$ cat config.mk
export PLATFORM = sky130hd
export DESIGN_NAME = bbc_stack
export DESIGN_NICKNAME = d
export VERILOG_FILES = /design/src/rtl/core/bbc_pkg.sv /design/src/rtl/core/bbc_ram.sv /design/src/rtl/core/bbc_stack.sv
export SDC_FILE = /design/constraint.sdc
export NUM_CORES = 1
export LEC_CHECK = 0
export BUFFER_PORTS_ARGS = -buffer_cell sky130_fd_sc_hd__clkbuf_2
export CAP_MARGIN = 30
export CORE_MARGIN = 5
export CORE_UTILIZATION = 28
export CTS_CLUSTER_DIAMETER = 30
export CTS_CLUSTER_SIZE = 40
export DETAILED_ROUTE_END_ITERATION = 12
export SKIP_LAST_GASP = 1
export SLEW_MARGIN = 15
export SYNTH_ARGS = -nofsm -noshare
export SYNTH_HDL_FRONTEND = slang
export SYNTH_HIERARCHICAL = 1
export SYNTH_SLANG_ARGS = --single-unit
$ cat constraint.sdc
create_clock -name clk -period 5.7 [get_ports clk]
set_input_delay 0.57 -clock clk [delete_from_list [all_inputs] [get_ports clk]]
set_output_delay 0.57 -clock clk [all_outputs]
set_load 0.05 [all_outputs]
$ cat src/rtl/core/bbc_pkg.sv
// ---------------------------------------------------------------------------
// bbc_pkg
// Types, codes and character helpers for the bracket balance checker.
// ---------------------------------------------------------------------------
package bbc_pkg;

  // Request payloads.
  typedef struct packed {
    logic [7:0] char_code;
    logic       end_of_expression;
  } bbc_in_t;

  typedef struct packed {
    logic [2:0] status;
    logic [7:0] nesting_depth;
    logic       verdict_final;
  } bbc_out_t;

  // Status codes.
  localparam logic [2:0] ST_PENDING  = 3'd0;
  localparam logic [2:0] ST_VALID    = 3'd1;
  localparam logic [2:0] ST_EXTRA    = 3'd2;
  localparam logic [2:0] ST_MISMATCH = 3'd3;
  localparam logic [2:0] ST_UNCLOSED = 3'd4;
  localparam logic [2:0] ST_OVERFLOW = 3'd5;

  // Bracket kinds as held on the stack.
  localparam logic [1:0] KIND_PAREN  = 2'd0;
  localparam logic [1:0] KIND_SQUARE = 2'd1;
  localparam logic [1:0] KIND_CURLY  = 2'd2;
  localparam logic [1:0] KIND_NONE   = 2'd3;

  // Character codes.
  localparam logic [7:0] CH_LPAREN  = 8'h28;
  localparam logic [7:0] CH_RPAREN  = 8'h29;
  localparam logic [7:0] CH_LSQUARE = 8'h5B;
  localparam logic [7:0] CH_RSQUARE = 8'h5D;
  localparam logic [7:0] CH_LCURLY  = 8'h7B;
  localparam logic [7:0] CH_RCURLY  = 8'h7D;

  // Stack operation issued by the control logic for one accepted request.
  typedef struct packed {
    logic       push;
    logic       pop;
    logic       clear;
    logic [1:0] kind;
  } bbc_stk_op_t;

  function automatic logic [1:0] open_kind(input logic [7:0] c);
    logic [1:0] k;
    unique case (c)
      CH_LPAREN:  k = KIND_PAREN;
      CH_LSQUARE: k = KIND_SQUARE;
      CH_LCURLY:  k = KIND_CURLY;
      default:    k = KIND_NONE;
    endcase
    return k;
  endfunction

  function automatic logic [1:0] close_kind(input logic [7:0] c);
    logic [1:0] k;
    unique case (c)
      CH_RPAREN:  k = KIND_PAREN;
      CH_RSQUARE: k = KIND_SQUARE;
      CH_RCURLY:  k = KIND_CURLY;
      default:    k = KIND_NONE;
    endcase
    return k;
  endfunction

endpackage

$ cat src/rtl/core/bbc_ram.sv
// ---------------------------------------------------------------------------
// bbc_ram
// Generic single-port-write, single-port-read RAM with registered read data.
// ---------------------------------------------------------------------------
module bbc_ram #(
  parameter int WIDTH = 2,
  parameter int DEPTH = 128
) (
  input  logic                                    clk,
  input  logic                                    we,
  input  logic [((DEPTH > 1) ? $clog2(DEPTH) : 1)-1:0] waddr,
  input  logic [WIDTH-1:0]                        wdata,
  input  logic [((DEPTH > 1) ? $clog2(DEPTH) : 1)-1:0] raddr,
  output logic [WIDTH-1:0]                        rdata
);

  logic [WIDTH-1:0] mem [DEPTH];

  always_ff @(posedge clk) begin
    if (we) begin
      mem[waddr] <= wdata;
    end
    rdata <= mem[raddr];
  end

endmodule

$ cat src/rtl/core/bbc_stack.sv
// ---------------------------------------------------------------------------
// bbc_stack
// Bracket stack: top entry in a register, the rest in a RAM, with the entry
// below the top prefetched every cycle so that a pop need not wait for the RAM.
// ---------------------------------------------------------------------------
module bbc_stack import bbc_pkg::*; #(
  parameter int STACK_DEPTH = 128
) (
  input  logic                               clk,
  input  logic                               rst_n,
  input  bbc_stk_op_t                        op,
  output logic [1:0]                         top_kind,
  output logic [$clog2(STACK_DEPTH+1)-1:0]   count
);

  localparam int AW = (STACK_DEPTH > 1) ? $clog2(STACK_DEPTH) : 1;
  localparam int CW = $clog2(STACK_DEPTH + 1);

  logic [CW-1:0] cnt_r, cnt_nxt;
  logic [1:0]    top_r, top_nxt;
  logic          fwd_r, fwd_nxt;
  logic [1:0]    fwd_data_r;
  logic          we;
  logic [AW-1:0] waddr, raddr;
  logic [CW-1:0] waddr_full, raddr_full;
  logic [1:0]    rd_data, below;

  // The entry below the top: from the RAM, or from last cycle's write when
  // that write went to the address being read.
  assign below = fwd_r ? fwd_data_r : rd_data;

  always_comb begin
    cnt_nxt    = cnt_r;
    top_nxt    = top_r;
    we         = 1'b0;
    waddr_full = cnt_r - CW'(1);
    priority if (op.clear) begin
      cnt_nxt = '0;
    end else if (op.push) begin
      // The old top moves down into the RAM.
      we      = (cnt_r != '0);
      top_nxt = op.kind;
      cnt_nxt = cnt_r + CW'(1);
    end else if (op.pop) begin
      top_nxt = below;
      cnt_nxt = cnt_r - CW'(1);
    end
    raddr_full = cnt_nxt - CW'(2);
    waddr      = waddr_full[AW-1:0];
    raddr      = raddr_full[AW-1:0];
    fwd_nxt    = we && (waddr == raddr);
  end

  bbc_ram #(
    .WIDTH (2),
    .DEPTH (STACK_DEPTH)
  ) u_ram (
    .clk   (clk),
    .we    (we),
    .waddr (waddr),
    .wdata (top_r),
    .raddr (raddr),
    .rdata (rd_data)
  );

  always_ff @(posedge clk) begin
    if (!rst_n) begin
      cnt_r <= '0;
      fwd_r <= 1'b0;
    end else begin
      cnt_r <= cnt_nxt;
      fwd_r <= fwd_nxt;
    end
    top_r      <= top_nxt;
    fwd_data_r <= top_r;
  end

  assign top_kind = top_r;
  assign count    = cnt_r;

endmodule

After elaboration in Yosys (flattened, before gate mapping):

Memories as Yosys holds them, arrays and structs flattened. A register that Yosys moved wholly into a read port is not among the register bits.
Cells that the tools add are included.

* flip-flop bits (word level): 13
* memory bits (writable): 256
* bits of input ports: 7
* output and inout bits: 10
* logic and storage cells: 24
* memories kept: 1

* $add $sub $neg: 3
* equal/unequal tests: 1
* muxes and demuxes: 10
* bitwise gates (word level): 1
* reductions and logical operators: 4

Memory list
* u_ram.mem: words 128, width 2, read ports 1, clocked after Yosys merged registers in 1, wr ports 1, line bbc_ram.sv:17 `logic [WIDTH-1:0] mem [DEPTH];`

Operators by type and width (count)
* 8-bit two-way mux: 3
* 8-bit by 1-bit adder with 8-bit output, second input constant: 1
* 8-bit nonzero test: 1
* 8-bit by 1-bit subtractor with 8-bit output, second input constant: 1
* 7-bit == test: 1
* 7-bit by 2-bit subtractor with 7-bit output, second input constant: 1
* 2-bit two-way mux: 3
* 1-bit two-way mux: 4
* 2-bit AND reduction: 1
* 2-bit nonzero test: 1
* 1-bit logical AND: 1
* 1-bit NOT: 1

Logic depth before layout (Yosys ltp):

* depth after elaboration: 7
* depth in mapped cells: 14
* mapped depth without buffers: 11

Modules after synthesis:

The synthesis kept the hierarchy.

Modules (own cells, without submodules)
* bbc_ram: instances 1, cells each 611, area an instance 10612.7 sq um, seq. area each 7727.4 sq um
* bbc_stack: instances 1, cells each 108, area an instance 890.9 sq um, seq. area each 280.3 sq um

Worst setup path after synthesis:

Ideal clock, no wire load.

* path type: reg-to-reg
* start: register cnt_r[0], in the netlist count[0]
* end: register u_ram.rdata[0] (read register of u_ram.mem)
* setup time: 134 ps
* arrival: 4096 ps
* data required time: 5566 ps
* slack: 1470 ps
* stages on the path, launching flop included: 15
* path buffers: 3
* clock period less this slack: 4230 ps
* cells stage by stage: dfxtp_1 -> inv_1 -> ha_1 -> a211o_1 -> a21o_1 -> ha_1 -> inv_1 -> clkbuf_1 -> buf_2 -> buf_1 -> mux4_2 -> mux2_2 -> o22ai_1 -> nor3_1 -> or4_1

* word-level cells in the longest chain between the ends: 5
* elaborated cells between the ends (all ways): 6
* those cells by class: add/sub: 3; mux: 3

RTL lines
* start: declaration: line bbc_stack.sv:19 `logic [CW-1:0] cnt_r, cnt_nxt;`
* start signal: assignment: line bbc_stack.sv:71 `cnt_r <= cnt_nxt;`
* 8-bit by 1-bit subtractor with 8-bit output: line bbc_stack.sv:46 `cnt_nxt = cnt_r - CW'(1);`
* via waddr_full[0]: line bbc_stack.sv:25 `logic [CW-1:0] waddr_full, raddr_full;`
* 8-bit two-way mux: line bbc_stack.sv:44 `end else if (op.pop) begin`
* 8-bit two-way mux: line bbc_stack.sv:39 `end else if (op.push) begin`
* 8-bit two-way mux: line bbc_stack.sv:37 `priority if (op.clear) begin`
* 7-bit by 2-bit subtractor with 7-bit output: line bbc_stack.sv:48 `raddr_full = cnt_nxt - CW'(2);`
* via raddr_full[1]: line bbc_stack.sv:25
* end: declaration: line bbc_ram.sv:14 `output logic [WIDTH-1:0] rdata`

The timed path passes the listed nets, and every way through them passes these cells.
A chain may end at the register's enable or synchronous reset.

Final worst setup path:

Ends and elaborated chain as after synthesis.

==> impl_metrics.env <==
export IMPL_layout_common_cells="258 x edfxtp_1, 141 x nor2_1, 53 x clkbuf_16"
export IMPL_drt_iter0_drc=561
export IMPL_final_setup_viol_count=0
export IMPL_wl_per_cell_um=19.6
export IMPL_grt_max_degree=107
export IMPL_crit_path_max_incr_delay_ps=520
export IMPL_std_cell_rows=74
export IMPL_synthCells=719
export IMPL_p_leak_nw=4.48
export IMPL_fillCellCount=3855
export IMPL_pin_count=17
export IMPL_fin_nets=774
export IMPL_slew_headroom_pct=29.8
export IMPL_syn_cell_area_um2=11500
export IMPL_track_usage_pct=11.7
export IMPL_r2r_end="u_ram/rdata[0]"
export IMPL_critical_path_max_fanout=23
export IMPL_hold_class="in -> reg"
export IMPL_max_freq_ghz=0.220
export IMPL_gp_congestion=0.807
export IMPL_cp_required_ps=6100
export IMPL_die_w_um=213
export IMPL_drive_gt1_share_pct=22.4
export IMPL_async_flop_share_pct=0
export IMPL_start_kind="flop"
export IMPL_min_path_cells=3
export IMPL_r2r_start="count[0]"
export IMPL_synth_warnings=6
export IMPL_p_per_area_nw_per_um2=417
export IMPL_synth_top_area_share_pct=67.3
export IMPL_worstSetupPathType="reg -> reg"
export IMPL_regToRegSetupSlack_ps=1150
export IMPL_drcViolationCount=0
export IMPL_antenna_left=0
export IMPL_finalHoldViolCount=0
export IMPL_ctsResizeCount=0
export IMPL_clkLatencyLatePin_ps=540
export IMPL_yosys_most_used_dff="edfxtp_1"
export IMPL_cp_end_kind="flop"
export IMPL_holdBufCountCts=0
export IMPL_finalCoreUtilization_pct=34.5
export IMPL_cts_max_path_buffers=3
export IMPL_seqCellArea_um2=8010
export IMPL_fin_crit_ps=4550
export IMPL_clock_sinks=271
export IMPL_final_common_cell="edfxtp_1"
export IMPL_grt_pass1_vias=6796
export IMPL_synth_area_top_cells="edfxtp_1 67%, mux4_2 10%, nor2_1 4.6%, mux2i_1 3.1%, dfxtp_1 2.3%"
export IMPL_cpMaxStageDelayCell="mux4_2"
export IMPL_cts_buffers=51
export IMPL_synth_distinct_cells=43
export IMPL_synth_seq_cells=271
export IMPL_vias_per_cell=4.85
export IMPL_drv_cap=0
export IMPL_rsz0062_at_grt="false"
export IMPL_min_from="op[0]"
export IMPL_syn_to_final_growth_pct=22.1
export IMPL_fin_skew_ps=16.5
export IMPL_die_area_um2=45200
export IMPL_n_antenna_cell=0
export IMPL_avgSynthCellArea_um2=16.0
export IMPL_htreeDepth=2
export IMPL_postCtsSetupRepairBufs=0
export IMPL_grt_pass1_wl_um=40600
export IMPL_tightest_slew_ps=1050
export IMPL_crit_path_start="count[0]"
export IMPL_hpwl_um=16000
export IMPL_min_to="top_kind[0]"
export IMPL_syn_num_nets=729
export IMPL_start_util_pct=28.2
export IMPL_synth_edf_count=258
export IMPL_status="complete, no violations"
export IMPL_core_area_um2=40700
export IMPL_cts_tree="yes"
export IMPL_drtPass1Iterations=5
export IMPL_reg2regPathDepth=12
export IMPL_max_vdd_ir_drop_mv=0.220
export IMPL_cts_root_buffer="clkbuf_16"
export IMPL_yosysTopAreaCell="edfxtp_1"
export IMPL_gr_total_overflow=0
export IMPL_path_clk_slew_ps=50
export IMPL_setup_tns_ps=0
export IMPL_num_vias=6481
export IMPL_wl_um=26200
export IMPL_place_port_buffers=16
export IMPL_post_route_period_util_pct=79.9
export IMPL_die_y_um=213
export IMPL_crit_path_cell_trace="inv_1, ha_1, a22oi_1, mux2i_1, ha_1, inv_2, buf_16, mux4_2, mux4_2, o22ai_1, nor4_1, or4_1"
export IMPL_worst_ep_arrival_time_ps=4950
export IMPL_seq_area_frac_synth_pct=69.6
export IMPL_grt_antenna_before_repair=0
export IMPL_multi_input_area_um2=3290
export IMPL_drv_slew=0
worst max-delay path, delay by kind of cell, from the launching register on:
kind            cells  cell delay (ps)
buf+inv             3             1010
compound gates      2              480
flops               1              420
simple gates        2              590
mux                 3             1220
fa+ha+maj           2              700
per-layer routing:
layer	up-vias	track usage, %	share of wire (%)
li1	2894	-	-
met4	0	3.80	2.6
met5	-	0	0
met2	188	19.1	48
met3	61	2.25	6.1
met1	3338	15.9	43
area by class of cell:
cell class | instances | area share [%]
repair buffers | 31 | 2.16
clock inverters | 31 | 2.85
clock buffers | 63 | 9.71
multi-input cells | 403 | 23.4
flip-flops and latches | 271 | 57.0
well taps | 532 | 4.74
inverters | 6 | 0.160
flip-flops by register name, indices dropped and copies added (netlist names):
signal       flops
fwd_data_r       2
top_kind         2
u_ram/rdata      2
count            8
u_ram/mem      256
fwd_r            1
cells by family (layout without fill, tap and decap cells):
group | count (synthesis) | after routing | synth area share, %
flops | 271 | 271 | 69.6
simple gates | 235 | 235 | 8.96
mux | 100 | 100 | 15.0
compound gates | 49 | 49 | 2.89
buf+inv | 45 | 131 | 1.95
xor+xnor | 16 | 16 | 1.22
fa+ha+maj | 3 | 3 | 0.326
synthesized netlist by cell type, types with 7 or more instances:
library cell    n
a21oi_1        11
a22oi_1        17
buf_2           7
clkbuf_1       22
dfxtp_1        13
edfxtp_1      258
mux2_2          8
mux2i_1        36
mux4_2         51
nand2_1        23
nand2b_1        8
nand3_1        16
nor2_1        142
nor2b_1        12
nor3_1         17
o22ai_1        10
xnor2_1        11
worst max-delay path by stage:
| stage | endpoint | slack [ps] | cells past startpoint |
|---|---|---|---|
| after floorplan | u_ram/rdata[0] | 1470 | 14 |
| after global placement | u_ram/rdata[0] | 1040 | 11 |
| after detailed placement | u_ram/rdata[0] | 1180 | 12 |
| after CTS | u_ram/rdata[0] | 1170 | 12 |
| after global routing | u_ram/rdata[0] | 870 | 12 |
| final | u_ram/rdata[0] | 1150 | 12 |
power by group:
group	total [mW]	switching (mW)	internal, mW	leakage, nW
registers	2.27	0.0178	2.25	2.43
clock network	3.05	0.980	2.07	0.865
logic	0.545	0.343	0.202	1.18
metrics by stage:
step,power (mW),area [µm²],setup WS (ps),cells,hold slack [ps]
2_1_floorplan,2.68,11500,1470,719,558
3_3_place_gp,2.84,12200,1040,1236,555
3_5_place_dp,2.85,12300,1180,1241,573
4_1_cts,5.90,14000,1170,1335,320
5_1_grt,6.05,14000,874,1337,341
6_report,5.86,14000,1150,1337,327
Note: power is estimated with default switching activity, not from simulation.
